File: config.mk
export PLATFORM = sky130hd
export DESIGN_NAME = command_frame_crc5_encoder
export DESIGN_NICKNAME = d
export VERILOG_FILES = /design/src/cfce_pkg.sv /design/src/cfce_front.sv /design/src/cfce_fifo.sv /design/src/cfce_back.sv /design/src/command_frame_crc5_encoder.sv
export VERILOG_INCLUDE_DIRS = /design/src /design/src/src
export SDC_FILE = /design/constraint.sdc
export NUM_CORES = 1
export LEC_CHECK = 0
export BUFFER_PORTS_ARGS = -buffer_cell sky130_fd_sc_hd__buf_2
export CAP_MARGIN = 20
export CORE_MARGIN = 2
export CORE_UTILIZATION = 39
export CTS_CLUSTER_DIAMETER = 80
export DETAILED_ROUTE_END_ITERATION = 16
export SLEW_MARGIN = 10
export SYNTH_ARGS = -nofsm -noshare
export SYNTH_HDL_FRONTEND = slang
export SYNTH_SLANG_ARGS = --single-unit
File: constraint.sdc
create_clock -name clk -period 3.6 [get_ports clk]
set_clock_uncertainty 0.05 [all_clocks]
set_input_delay 0.36 -clock clk [delete_from_list [all_inputs] [get_ports clk]]
set_output_delay 0.36 -clock clk [all_outputs]
set_load 0.05 [all_outputs]
File: src/command_frame_crc5_encoder_assert.svh
// ----------------------------------------------------------------------------
// command frame encoder assertion macros
// shared concurrent assertion forms, clocked on clk, off during reset
// ----------------------------------------------------------------------------
`ifndef COMMAND_FRAME_CRC5_ENCODER_ASSERT_SVH
`define COMMAND_FRAME_CRC5_ENCODER_ASSERT_SVH

// same-cycle implication
`define CFCE_ASSERT_IMPL(lbl, ante, cons) \
	lbl: assert property (@(posedge clk) disable iff (!arst_n) (ante) |-> (cons)) \
		else $error("assertion failed");

// next-cycle implication
`define CFCE_ASSERT_NEXT(lbl, ante, cons) \
	lbl: assert property (@(posedge clk) disable iff (!arst_n) (ante) |=> (cons)) \
		else $error("assertion failed");

`endif

File: src/cfce_pkg.sv
// ----------------------------------------------------------------------------
// cfce_pkg
// types, opcode constants and the crc5 byte update for the frame encoder
// ----------------------------------------------------------------------------
`default_nettype none

package cfce_pkg;

	typedef enum logic [2:0] {
		OP_READ       = 3'd0,
		OP_WRITE      = 3'd1,
		OP_BCAST      = 3'd2,
		OP_PROBE      = 3'd3,
		OP_CHIP_ID    = 3'd4,
		OP_INACTIVATE = 3'd5,
		OP_ADDR_SET   = 3'd6
	} op_t;

	localparam logic [7:0] OPC_READ       = 8'h42;
	localparam logic [7:0] OPC_WRITE      = 8'h41;
	localparam logic [7:0] OPC_BCAST      = 8'h51;
	localparam logic [7:0] OPC_QUERY      = 8'h52;
	localparam logic [7:0] OPC_INACTIVATE = 8'h53;
	localparam logic [7:0] OPC_ADDR_SET   = 8'h40;

	localparam logic [7:0] SHORT_LEN = 8'd5;
	localparam logic [7:0] WRITE_LEN = 8'd9;
	localparam logic [7:0] PROBE_REG = 8'd4;

	localparam logic [4:0] CRC_INIT = 5'h1f;
	localparam logic [4:0] CRC_POLY = 5'h05;

	localparam int FIFO_DEPTH = 2;

	// one decoded command as it sits in the queue
	typedef struct packed {
		logic        is_err;
		logic        is_write;
		logic [7:0]  opcode;
		logic [7:0]  addr;
		logic [7:0]  reg_id;
		logic [31:0] value;
	} cmd_t;

	// msb-first crc5 over one byte
	function automatic logic [4:0] crc5_byte(input logic [4:0] crc_in, input logic [7:0] data);
		logic [4:0] c;
		logic       fb;
		c = crc_in;
		for (int b = 7; b >= 0; b--) begin
			fb = c[4] ^ data[b];
			c  = {c[3:0], 1'b0} ^ (fb ? CRC_POLY : 5'h00);
		end
		return c;
	endfunction

endpackage

`default_nettype wire

File: src/cfce_front.sv
// ----------------------------------------------------------------------------
// cfce_front
// decodes a command request into a queue entry, checks room, drops opcode 7
// ----------------------------------------------------------------------------
`default_nettype none

module cfce_front (
	input  wire logic                s_tvalid,
	input  wire logic                s_tready,
	input  wire logic [55:0]         s_tdata,
	output logic                     push,
	output cfce_pkg::cmd_t           cmd
);

	logic [2:0]  op;
	logic [7:0]  target_addr;
	logic [7:0]  target_reg;
	logic [31:0] value;
	logic [3:0]  room;
	logic        known;
	logic [7:0]  frame_len;

	assign op          = s_tdata[2:0];
	assign target_addr = s_tdata[10:3];
	assign target_reg  = s_tdata[18:11];
	assign value       = s_tdata[50:19];
	assign room        = s_tdata[54:51];

	always_comb begin
		known        = 1'b1;
		cmd.is_write = 1'b0;
		cmd.opcode   = cfce_pkg::OPC_READ;
		cmd.addr     = target_addr;
		cmd.reg_id   = target_reg;
		cmd.value    = value;
		unique case (cfce_pkg::op_t'(op))
			cfce_pkg::OP_READ: begin
				cmd.opcode = cfce_pkg::OPC_READ;
			end
			cfce_pkg::OP_WRITE: begin
				cmd.opcode   = cfce_pkg::OPC_WRITE;
				cmd.is_write = 1'b1;
			end
			cfce_pkg::OP_BCAST: begin
				cmd.opcode   = cfce_pkg::OPC_BCAST;
				cmd.addr     = 8'd0;
				cmd.is_write = 1'b1;
			end
			cfce_pkg::OP_PROBE: begin
				cmd.opcode = cfce_pkg::OPC_QUERY;
				cmd.addr   = 8'd0;
				cmd.reg_id = cfce_pkg::PROBE_REG;
			end
			cfce_pkg::OP_CHIP_ID: begin
				cmd.opcode = cfce_pkg::OPC_QUERY;
				cmd.addr   = 8'd0;
				cmd.reg_id = 8'd0;
			end
			cfce_pkg::OP_INACTIVATE: begin
				cmd.opcode = cfce_pkg::OPC_INACTIVATE;
				cmd.addr   = 8'd0;
				cmd.reg_id = 8'd0;
			end
			cfce_pkg::OP_ADDR_SET: begin
				cmd.opcode = cfce_pkg::OPC_ADDR_SET;
				cmd.reg_id = 8'd0;
			end
			default: begin
				known = 1'b0;
			end
		endcase
		frame_len  = cmd.is_write ? cfce_pkg::WRITE_LEN : cfce_pkg::SHORT_LEN;
		cmd.is_err = {4'd0, room} < frame_len;
	end

	// undefined opcode is taken but never queued
	assign push = s_tvalid && s_tready && known;

endmodule

`default_nettype wire

File: src/cfce_fifo.sv
// ----------------------------------------------------------------------------
// cfce_fifo
// short command queue between the decoder and the serializer
// ----------------------------------------------------------------------------
`default_nettype none

module cfce_fifo #(
	parameter int DEPTH = cfce_pkg::FIFO_DEPTH
) (
	input  wire logic           clk,
	input  wire logic           arst_n,
	input  wire logic           push,
	input  cfce_pkg::cmd_t      wr_cmd,
	output logic                full,
	input  wire logic           pop,
	output logic                head_valid,
	output cfce_pkg::cmd_t      head
);

	localparam int AW = (DEPTH > 1) ? $clog2(DEPTH) : 1;
	localparam int CW = $clog2(DEPTH + 1);

	cfce_pkg::cmd_t  entry_q [DEPTH];
	logic [AW-1:0]   wr_ptr_q;
	logic [AW-1:0]   rd_ptr_q;
	logic [CW-1:0]   count_q;

	assign full       = count_q == CW'(DEPTH);
	assign head_valid = count_q != '0;
	assign head       = entry_q[rd_ptr_q];

	always_ff @(posedge clk) begin
		if (push) begin
			entry_q[wr_ptr_q] <= wr_cmd;
		end
	end

	always_ff @(posedge clk or negedge arst_n) begin
		if (!arst_n) begin
			wr_ptr_q <= '0;
			rd_ptr_q <= '0;
			count_q  <= '0;
		end else begin
			if (push) begin
				wr_ptr_q <= (wr_ptr_q == AW'(DEPTH - 1)) ? '0 : wr_ptr_q + 1'b1;
			end
			if (pop) begin
				rd_ptr_q <= (rd_ptr_q == AW'(DEPTH - 1)) ? '0 : rd_ptr_q + 1'b1;
			end
			case ({push, pop})
				2'b10:   count_q <= count_q + 1'b1;
				2'b01:   count_q <= count_q - 1'b1;
				default: count_q <= count_q;
			endcase
		end
	end

endmodule

`default_nettype wire

File: src/cfce_back.sv
// ----------------------------------------------------------------------------
// cfce_back
// serializes the head command one byte per cycle while the output is not stalled, folding in the crc5
// ----------------------------------------------------------------------------
`default_nettype none

`include "command_frame_crc5_encoder_assert.svh"

module cfce_back (
	input  wire logic           clk,
	input  wire logic           arst_n,
	input  wire logic           head_valid,
	input  cfce_pkg::cmd_t      head,
	output logic                pop,
	output logic                m_tvalid,
	input  wire logic           m_tready,
	output logic [7:0]          m_tdata,
	output logic                m_tlast,
	output logic                m_tuser
);

	logic [3:0] idx_q;
	logic [4:0] crc_q;
	logic       m_tvalid_q;
	logic [7:0] data_q;
	logic       last_q;
	logic       user_q;

	logic       adv;
	logic       emit;
	logic [3:0] last_idx;
	logic       is_last;
	logic [7:0] byte_val;

	assign adv      = !m_tvalid_q || m_tready;
	assign emit     = adv && head_valid;
	assign last_idx = head.is_write ? 4'd8 : 4'd4;
	assign is_last  = head.is_err || (idx_q == last_idx);
	assign pop      = emit && is_last;

	always_comb begin
		case (idx_q)
			4'd0:    byte_val = head.opcode;
			4'd1:    byte_val = head.is_write ? cfce_pkg::WRITE_LEN : cfce_pkg::SHORT_LEN;
			4'd2:    byte_val = head.addr;
			4'd3:    byte_val = head.reg_id;
			4'd4:    byte_val = head.value[31:24];
			4'd5:    byte_val = head.value[23:16];
			4'd6:    byte_val = head.value[15:8];
			4'd7:    byte_val = head.value[7:0];
			default: byte_val = 8'd0;
		endcase
		if (idx_q == last_idx) begin
			byte_val = {3'd0, crc_q};
		end
		if (head.is_err) begin
			byte_val = 8'd0;
		end
	end

	always_ff @(posedge clk or negedge arst_n) begin
		if (!arst_n) begin
			idx_q      <= '0;
			crc_q      <= cfce_pkg::CRC_INIT;
			m_tvalid_q <= 1'b0;
		end else begin
			if (adv) begin
				m_tvalid_q <= head_valid;
			end
			if (emit) begin
				if (is_last) begin
					idx_q <= '0;
					crc_q <= cfce_pkg::CRC_INIT;
				end else begin
					idx_q <= idx_q + 1'b1;
					crc_q <= cfce_pkg::crc5_byte(crc_q, byte_val);
				end
			end
		end
	end

	always_ff @(posedge clk) begin
		if (emit) begin
			data_q <= byte_val;
			last_q <= is_last;
			user_q <= head.is_err;
		end
	end

	assign m_tvalid = m_tvalid_q;
	assign m_tdata  = data_q;
	assign m_tlast  = last_q;
	assign m_tuser  = user_q;

	// byte counter never runs past the crc byte of the head frame
	`CFCE_ASSERT_IMPL(a_idx_in_frame, head_valid && !head.is_err, idx_q <= last_idx)
	// a frame end rewinds the serializer for the next command
	`CFCE_ASSERT_NEXT(a_rewind, pop, idx_q == 4'd0 && crc_q == cfce_pkg::CRC_INIT)
	// an error transaction is a lone zero byte that closes the frame
	`CFCE_ASSERT_IMPL(a_err_shape, m_tvalid && m_tuser, m_tlast && m_tdata == 8'd0)

endmodule

`default_nettype wire

File: src/command_frame_crc5_encoder.sv
// ----------------------------------------------------------------------------
// command_frame_crc5_encoder
// turns command requests into serial frames with a crc5 trailer byte
// ----------------------------------------------------------------------------
//
//   channel   dir   payload                                      tlast      tuser
//   s_axis    in    op, target_addr, target_reg, value, room     -          -
//   m_axis    out   frame_byte                                   last       status
//
// a short command takes 5 output transactions, a write 9, an error 1;
// the serializer emits one byte per cycle while the output is not stalled
// a request is taken whenever the command queue has room, also while bytes
// of earlier frames are stalled at the output register
// reset clears the queue, the byte counter and the output valid
// op 7 is taken and produces nothing
// ----------------------------------------------------------------------------
`default_nettype none

module command_frame_crc5_encoder #(
	parameter int FIFO_DEPTH = cfce_pkg::FIFO_DEPTH
) (
	input  wire logic        clk,
	input  wire logic        arst_n,
	input  wire logic        s_axis_tvalid,
	output logic             s_axis_tready,
	// [2:0] op, [10:3] target_addr, [18:11] target_reg,
	// [50:19] value, [54:51] room, [55] zero
	input  wire logic [55:0] s_axis_tdata,
	output logic             m_axis_tvalid,
	input  wire logic        m_axis_tready,
	// [7:0] frame_byte
	output logic [7:0]       m_axis_tdata,
	output logic             m_axis_tlast,
	// [0] status
	output logic             m_axis_tuser
);

	logic           push;
	logic           full;
	logic           pop;
	logic           head_valid;
	cfce_pkg::cmd_t wr_cmd;
	cfce_pkg::cmd_t head;

	// request is accepted while the queue has a free slot
	assign s_axis_tready = !full;

	// decode and room check
	cfce_front u_front (
		.s_tvalid (s_axis_tvalid),
		.s_tready (s_axis_tready),
		.s_tdata  (s_axis_tdata),
		.push     (push),
		.cmd      (wr_cmd)
	);

	// decoupling queue
	cfce_fifo #(
		.DEPTH (FIFO_DEPTH)
	) u_fifo (
		.clk        (clk),
		.arst_n     (arst_n),
		.push       (push),
		.wr_cmd     (wr_cmd),
		.full       (full),
		.pop        (pop),
		.head_valid (head_valid),
		.head       (head)
	);

	// byte serializer with crc and output register
	cfce_back u_back (
		.clk        (clk),
		.arst_n     (arst_n),
		.head_valid (head_valid),
		.head       (head),
		.pop        (pop),
		.m_tvalid   (m_axis_tvalid),
		.m_tready   (m_axis_tready),
		.m_tdata    (m_axis_tdata),
		.m_tlast    (m_axis_tlast),
		.m_tuser    (m_axis_tuser)
	);

endmodule

`default_nettype wire

==> metrics.md, run 1 <==
| Metric | Value |
|---|---|
| Status | `finished, final reports clean` |
| Main combinational cell family by area after synthesis | `compound AO/OA/AOI/OAI gates` |
| Post-synth top area cell | `edfxtp_1` |
| Post-route DRC violation count | `0` |
| Share of cells above drive strength 1 | `0.259` |
| Net Sw Frac | `0.339` |
| Dpl cells | `614` |
| Final Hold Vio Count | `0` |
| Gate power share | `0.360` |
| Final count of negative-setup-slack endpoints | `0` |
| Final Core Density | `0.482` |
| Layout Cells excl Fill | `647` |
| Reg power frac | `0.379` |
| Synth cell count leaders | `edfxtp_1, mux2i_1, o21ai_0, o22ai_1, and2_1` |
| Core Area | `14,000 um^2` |
| EDFF count, synth | `116` |
| RR Startpoint | `u_back.idx_q[0]` |
| Worst-Skew Late Latency | `0.41 ns` |
| Clk pwr share | `0.260` |
| Cells after Synth | `371` |
| Leakage | `2.52 nW` |
| Synth unique cells | `52` |
| Global-route wire length before repair | `17,400 um` |
| Critical Path RT | `3.88 ns` |
| Violation count after the first detailed-route iteration | `219` |
| PD cells | `907 nW/um^2` |
| Start point of the worst hold path | `s_axis_tdata[49]` |
| Antenna violations before repair | `0` |
| Grt ovf | `0` |
| CTS sink cnt | `130` |
| Clock slew at reported path FFs | `0.06 ns` |
| CP endpoint kind | `flip-flop` |
| Ant. Diodes | `0` |
| Cell Area, Placed | `6180 um^2` |
| Starting Density | `0.401` |
| Critical path fanouts, max | `11` |
| RD Place Congestion | `0.785` |
| Final Hold Slack | `0.0867 ns` |
| Simple-gate share of the synthesized area | `0.0742` |
| Post-route minimum period | `3.17 ns` |
| Critical path origin | `u_back.idx_q[0]` |
| Post-synthesis adder-cell area fraction | `0.0156` |
| CP arrival | `3.45 ns` |
| Hold Path Class | `in -> reg` |
| Worst-margin pin slew | `0.968 ns` |
| Routed WL | `11,200 um` |
| Port-buffer cells | `70` |
| Dominant cell by count in the synthesized netlist | `edfxtp_1` |
| Fmax | `316 MHz` |
| Synthesis-stage register bit count | `130` |
| Mapped Nets | `438` |
| Design area | `6740 um^2` |
| Maximum VDD drop | `392 uV` |
| Async SR Flop Fraction | `0.108` |
| Vias in the first global route | `3,359` |
| CTS root buf | `clkbuf_16` |
| Worst Setup Start Kind | `flip-flop` |
| Hold Path Depth | `1` |
| Final Cycle Share | `0.880` |
| TritonRoute pass-1 iters | `4` |
| Final nets | `521` |
| DR WL/cell | `17.4 um` |
| Vias per Instance | `5.14` |
| # rows | `43` |
| Slew Limit Fails | `0` |
| Syn_area_per_cell | `15.1 um^2` |
| Total GRT Usage | `0.158` |
| Pint | `4.04 mW` |
| Slew headroom | `0.350` |
| Resized Gates After CTS | `0` |
| Netlist Area Pre-Place | `5620 um^2` |
| Mux cell area share after synthesis | `0.0816` |
| Maximum clock path buffer count | `2` |
| H-tree depth | `4` |
| Fill count | `1,259` |
| Crit Path Class | `reg -> reg` |
| Num CTS Buffers | `17` |
| Die area | `15,400 um^2` |
| P&R area growth vs syn | `20.1%` |
| Die X | `124 um` |
| I/O pin count | `72` |
| Synthesized-area fraction occupied by xor and xnor cells | `0.0368` |
| Most used DFF post-synth | `edfxtp_1` |
| Worst reg2reg path depth | `10` |
| Post-DP HPWL | `7610 um` |
| Largest net degree at the start of global routing | `54` |
| Psw | `2.07 mW` |
| Post-synthesis sequential area ratio | `0.684` |
| Post-synthesis compound-gate area fraction | `0.0827` |
| RSZ-0062 raised after global routing | `false` |
| Top cell type's share of synthesized area | `0.620` |
| CTS tree | `done` |
| Max cap viols | `0` |
| DRT antenna net count | `0` |
| Vias | `3,323` |
| Top cells by area, synth | `edfxtp_1, mux2i_1, dfrtp_1` |
| Synth warnings | `0` |
| Chip Height | `124 um` |
| Tot Pwr | `6.11 mW` |
## placed cells by master, fill, tap and decap left out, types with 4 or more instances in the layout
cell type,count
xor2_1,4
dfstp_2,5
edfxtp_1,116
clkbuf_16,17
inv_1,12
buf_2,70
nand3_1,10
mux2i_1,37
or3b_1,4
o21ai_0,19
dfrtp_1,8
buf_4,6
a21oi_1,10
nand3b_1,5
clkbuf_1,4
o22ai_1,17
nor2_1,12
clkinv_1,4
xnor2_1,14
a222oi_1,4
ha_1,7
nand2b_1,6
and2_1,15
nand2_1,10
## per-stage QoR
stage	setup slack, ns	setup TNS (ns)
2_1_floorplan	-0.293	-31.09
3_3_place_gp	0.512	0
3_5_place_dp	0.449	0
4_1_cts	0.431	0
5_1_grt	0.212	0
6_report	0.431	0
## worst paths after layout
kind / endpoint / slack, ns
min reg2reg: u_back.m_tvalid / 0.45
max: u_back.crc_q[0] / 0.43
max in group asynchronous: u_back.crc_q[2] / 2.84
max reg2reg: u_back.crc_q[0] / 0.43
min: u_fifo.entry_q[0][30] / 0.09
min in group asynchronous: u_fifo.count_q[1] / 0.35
## area by class of cell
type                       count  area [um^2]  share of cell area
clock inverter                11          114              0.0169
multi-input combinational    214         1650               0.244
timing repair buffer          78          425              0.0631
tap                          180          225              0.0334
sequential                   130         3840               0.570
clock buffer                  21          440              0.0653
inverter                      13         48.8             0.00724
## power groups by stage
stage          sequential [mW]  clock (mW)  combinational, mW
6_report                  2.32        1.59               2.20
5_1_grt                   2.36        1.68               2.40
4_1_cts                   2.32        1.62               2.22
3_5_place_dp              2.35           0               2.21
3_3_place_gp              2.33           0               2.18
2_1_floorplan             2.49           0               1.58
## critical path, stage by stage, from the launching register on
cell	delay, ns
dfrtp_1	0.43
inv_1	0.11
ha_1	0.40
or3b_1	0.56
o22ai_1	0.23
nor4_1	0.07
a21oi_1	0.25
xnor2_1	0.21
xor3_1	0.42
xor2_1	0.16
a2bb2oi_1	0.18
## per-layer routing
metal | vias up | part of all wire | wire length [um] | track usage
li1 | 1597 | - | - | -
met1 | 1638 | 0.44 | 4940 | 0.202
met2 | 76 | 0.50 | 5630 | 0.255
met3 | 12 | 0.046 | 514 | 0.0394
met4 | 0 | 0.014 | 156 | 0.0688
met5 | - | 0 | 0 | 0
## logic make-up after synthesis
kind of cell               Yosys count
DFF                                130
AOI/OAI and AO/OA                   70
adders and majority gates            7
muxes                               42
buffers and inverters               27
xor gates and xnor gates            20
and+or+nand+nor                     75
## state kept, by name, summed over array words and instances (netlist names)
name / count
u_back.crc_q: 5
u_fifo.count_q: 2
u_fifo.wr_ptr_q: 1
u_back.m_tuser: 1
u_fifo.entry_q: 106
u_back.m_tdata: 8
u_fifo.rd_ptr_q: 1
u_back.m_tlast: 1
u_back.idx_q: 4
u_back.m_tvalid: 1
## timing repair
item	CTS	global route
hold buffers	1	0
hold endpoints to repair	9	0
buffers inserted	0	0
Note: power is estimated with default switching activity, not from simulation.
==> run 2, diff against run 1 <==
==> constraint.sdc (replaced) <==
create_clock -name clk -period 2.56 [get_ports clk]
set_clock_uncertainty 0.05 [all_clocks]
set_input_delay 0.256 -clock clk [delete_from_list [all_inputs] [get_ports clk]]
set_output_delay 0.256 -clock clk [all_outputs]
set_load 0.05 [all_outputs]
==> run 2 against run 1 <==
The run now ends with setup timing left. Setup slack lost 0.63 ns. Highest routed layer unchanged. Largest cell class unchanged. Register-to-register slack lost 0.63 ns. Core utilization grew 8.4 points. Clock power grew 38%. Fmax grew 15%. Wire length grew 15%.
==> metrics.md, run 2 (synthesis results as in run 1) <==
| Metric | Value |
|---|---|
| Status | `finished with violations` |
| Violated checks | `setup timing` |
| Critical path fanouts, max | `10 (-1)` |
| Post-route DRC violation count | `0 (unchanged)` |
| Violation count after the first detailed-route iteration | `263 (+20%)` |
| TritonRoute pass-1 iters | `4 (unchanged)` |
| H-tree depth | `4 (unchanged)` |
| Slew headroom | `0.567 (+0.217)` |
| PD cells | `1270 nW/um^2 (+40%)` |
| Total GRT Usage | `0.179 (+0.0216)` |
| Num CTS Buffers | `17 (unchanged)` |
| Crit-path max cell delay | `0.48 ns (-0.08 ns)` |
| CTS sink cnt | `130 (unchanged)` |
| Ant. Diodes | `0 (unchanged)` |
| Most common cell after layout, fill and taps aside | `edfxtp_1` |
| Antenna violations before repair | `0 (unchanged)` |
| Maximum clock path buffer count | `2 (unchanged)` |
| Most flops, register | `u_fifo.entry_q` |
| Clock slew at reported path FFs | `0.06 ns (about the same)` |
| CTS root buf | `clkbuf_16` |
| Grt ovf | `0 (unchanged)` |
| Fmax | `363 MHz (+15%)` |
| Worst-margin pin slew | `0.647 ns (-0.321 ns)` |
| Leakage | `3.06 nW (+22%)` |
| Post-DP HPWL | `8490 um (+11%)` |
| Maximum VDD drop | `598 uV (+53%)` |
| CP arrival | `3.04 ns (-0.41 ns)` |
| Levels on crit path | `11 (+1)` |
| # rows | `43 (unchanged)` |
| Critical Path RT | `2.85 ns (-1.03 ns)` |
| Die X | `124 um (unchanged)` |
| Worst Setup Start Kind | `flip-flop` |
| Hold Path Depth | `1 (unchanged)` |
| Routed WL | `12,900 um (+15%)` |
| Cell Area, Placed | `6590 um^2 (+6.7%)` |
| Vias | `3,757 (+13%)` |
| Setup ws final | `-0.195 ns (-0.626 ns)` |
| Final Hold Vio Count | `0 (unchanged)` |
| Final Cycle Share | `1.08 (+0.196)` |
| Design area | `7910 um^2 (+17%)` |
| Post-route minimum period | `2.75 ns (-0.414 ns)` |
| Chip Height | `124 um (unchanged)` |
| Commonest cells after routing, fill and taps aside | `edfxtp_1, buf_2, buf_4` |
| Slowest stage cell, crit path | `dfrtp_2` |
| Crit Path Class | `reg -> reg` |
| Critical path's top delay family | `XOR/XNOR gates` |
| Max reg flops | `106 (unchanged)` |
| CTS tree | `done` |
| RSZ-0062 raised after global routing | `true` |
| Global-route wire length before repair | `20,000 um (+15%)` |
| CP endpoint kind | `flip-flop` |
| Crit path cell chain | `buf_6 -> buf_4 -> clkbuf_16 -> mux2i_1 -> o22ai_1 -> nor4_2 -> a21oi_2 -> xnor2_2 -> xor3_2 -> xor2_1 -> a2bb2oi_1` |
| Largest net degree at the start of global routing | `54 (unchanged)` |
| Port-buffer cells | `70 (unchanged)` |
| Hold Path Class | `in -> reg` |
| Slew Limit Fails | `0 (unchanged)` |
| I/O pin count | `72 (unchanged)` |
| DRT antenna net count | `0 (unchanged)` |
| DR WL/cell | `17.3 um (-0.42%)` |
| Tot Pwr | `10.1 mW (+65%)` |
| Max cap viols | `0 (unchanged)` |
| Vias in the first global route | `3,806 (+13%)` |
| P&R area growth vs syn | `40.9%` |
| Core Area | `14,000 um^2 (unchanged)` |
| Final count of negative-setup-slack endpoints | `5 (+5)` |
| Worst-Skew Late Latency | `0.42 ns (about the same)` |
| Worst reg2reg path depth | `11 (+1)` |
| Starting Density | `0.401 (unchanged)` |
| Final nets | `622 (+19%)` |
| Crit path buf inv count | `3 (+2)` |
| Share of cells above drive strength 1 | `0.414 (+0.155)` |
| Vias per Instance | `5.02 (-2.2%)` |
| RD Place Congestion | `0.821 (+4.6%)` |
| Die area | `15,400 um^2 (unchanged)` |
## run 2: cell count changes in the layout (fill, tap and decap cells not counted), sizes merged
cell,previous run,this run
buf,77,146
bufinv,2,1
clkbuf,21,18
clkinv,8,11
clkinvlp,2,3
dlygate4sd3,1,32
inv,12,13
## run 2: layer usage
metal	wire length, um	global-route usage	up-vias
li1	-	-	1811
met1	5770	0.229	1840
met2	6410	0.298	90
met3	567	0.0467	16
met4	191	0.0597	0
met5	0	0	-
## run 2: what timing repair did
action / CTS / global route
endpoints found under the setup margin: 5 / 5
endpoints found under the hold margin: 76 / 0
cloned: 0 / 1
buffers inserted: 10 / 14
gates resized for setup: 23 / 28
pin swaps: 16 / 13
hold buffers: 32 / 0
## run 2: power breakdown
| part | internal [mW] | leakage, nW | switching (mW) | total (mW) |
|---|---|---|---|---|
| Sequential | 2.99 | 1.25 | 0.245 | 3.23 |
| Clock | 1.32 | 0.261 | 0.870 | 2.19 |
| Combinational | 2.31 | 1.56 | 2.34 | 4.64 |
| Total | 6.61 | 3.06 | 3.45 | 10.1 |
## run 2: worst paths after layout
check	startpoint	to	slack [ns]
setup / recovery	u_fifo.rd_ptr_q	u_back.crc_q[0]	-0.19
hold / removal	s_axis_tdata[20]	u_fifo.entry_q[1][1]	0.03
setup reg to reg	u_fifo.rd_ptr_q	u_back.crc_q[0]	-0.19
hold reg to reg	u_back.m_tvalid	u_back.m_tvalid	0.48
max in group asynchronous	arst_n	u_back.crc_q[2]	1.89
min in group asynchronous	arst_n	u_back.idx_q[2]	0.25
## run 2: cell type report
cell class | count | area, um^2
well taps | 180 | 225
fillers | 1154 | 6080
clock inverters | 15 | 119
repair buffers | 179 | 1350
clock buffers | 17 | 425
multi-input cells | 214 | 1900
inverters | 13 | 48.8
flip-flops and latches | 130 | 3840
## run 2: metrics by stage
stage	setup TNS, ns	worst slack, ns	instances	utilization	hold slack (ns)
floorplan	-50.72	-0.479	371	-	-0.0896
global placement	-0.572	-0.169	659	0.471	0.126
detailed placement	-0.744	-0.192	659	0.471	0.142
CTS	-0.524	-0.157	733	0.547	0.00364
global route	-1.30	-0.397	748	0.566	0.00624
finish	-0.584	-0.195	748	0.566	0.0319
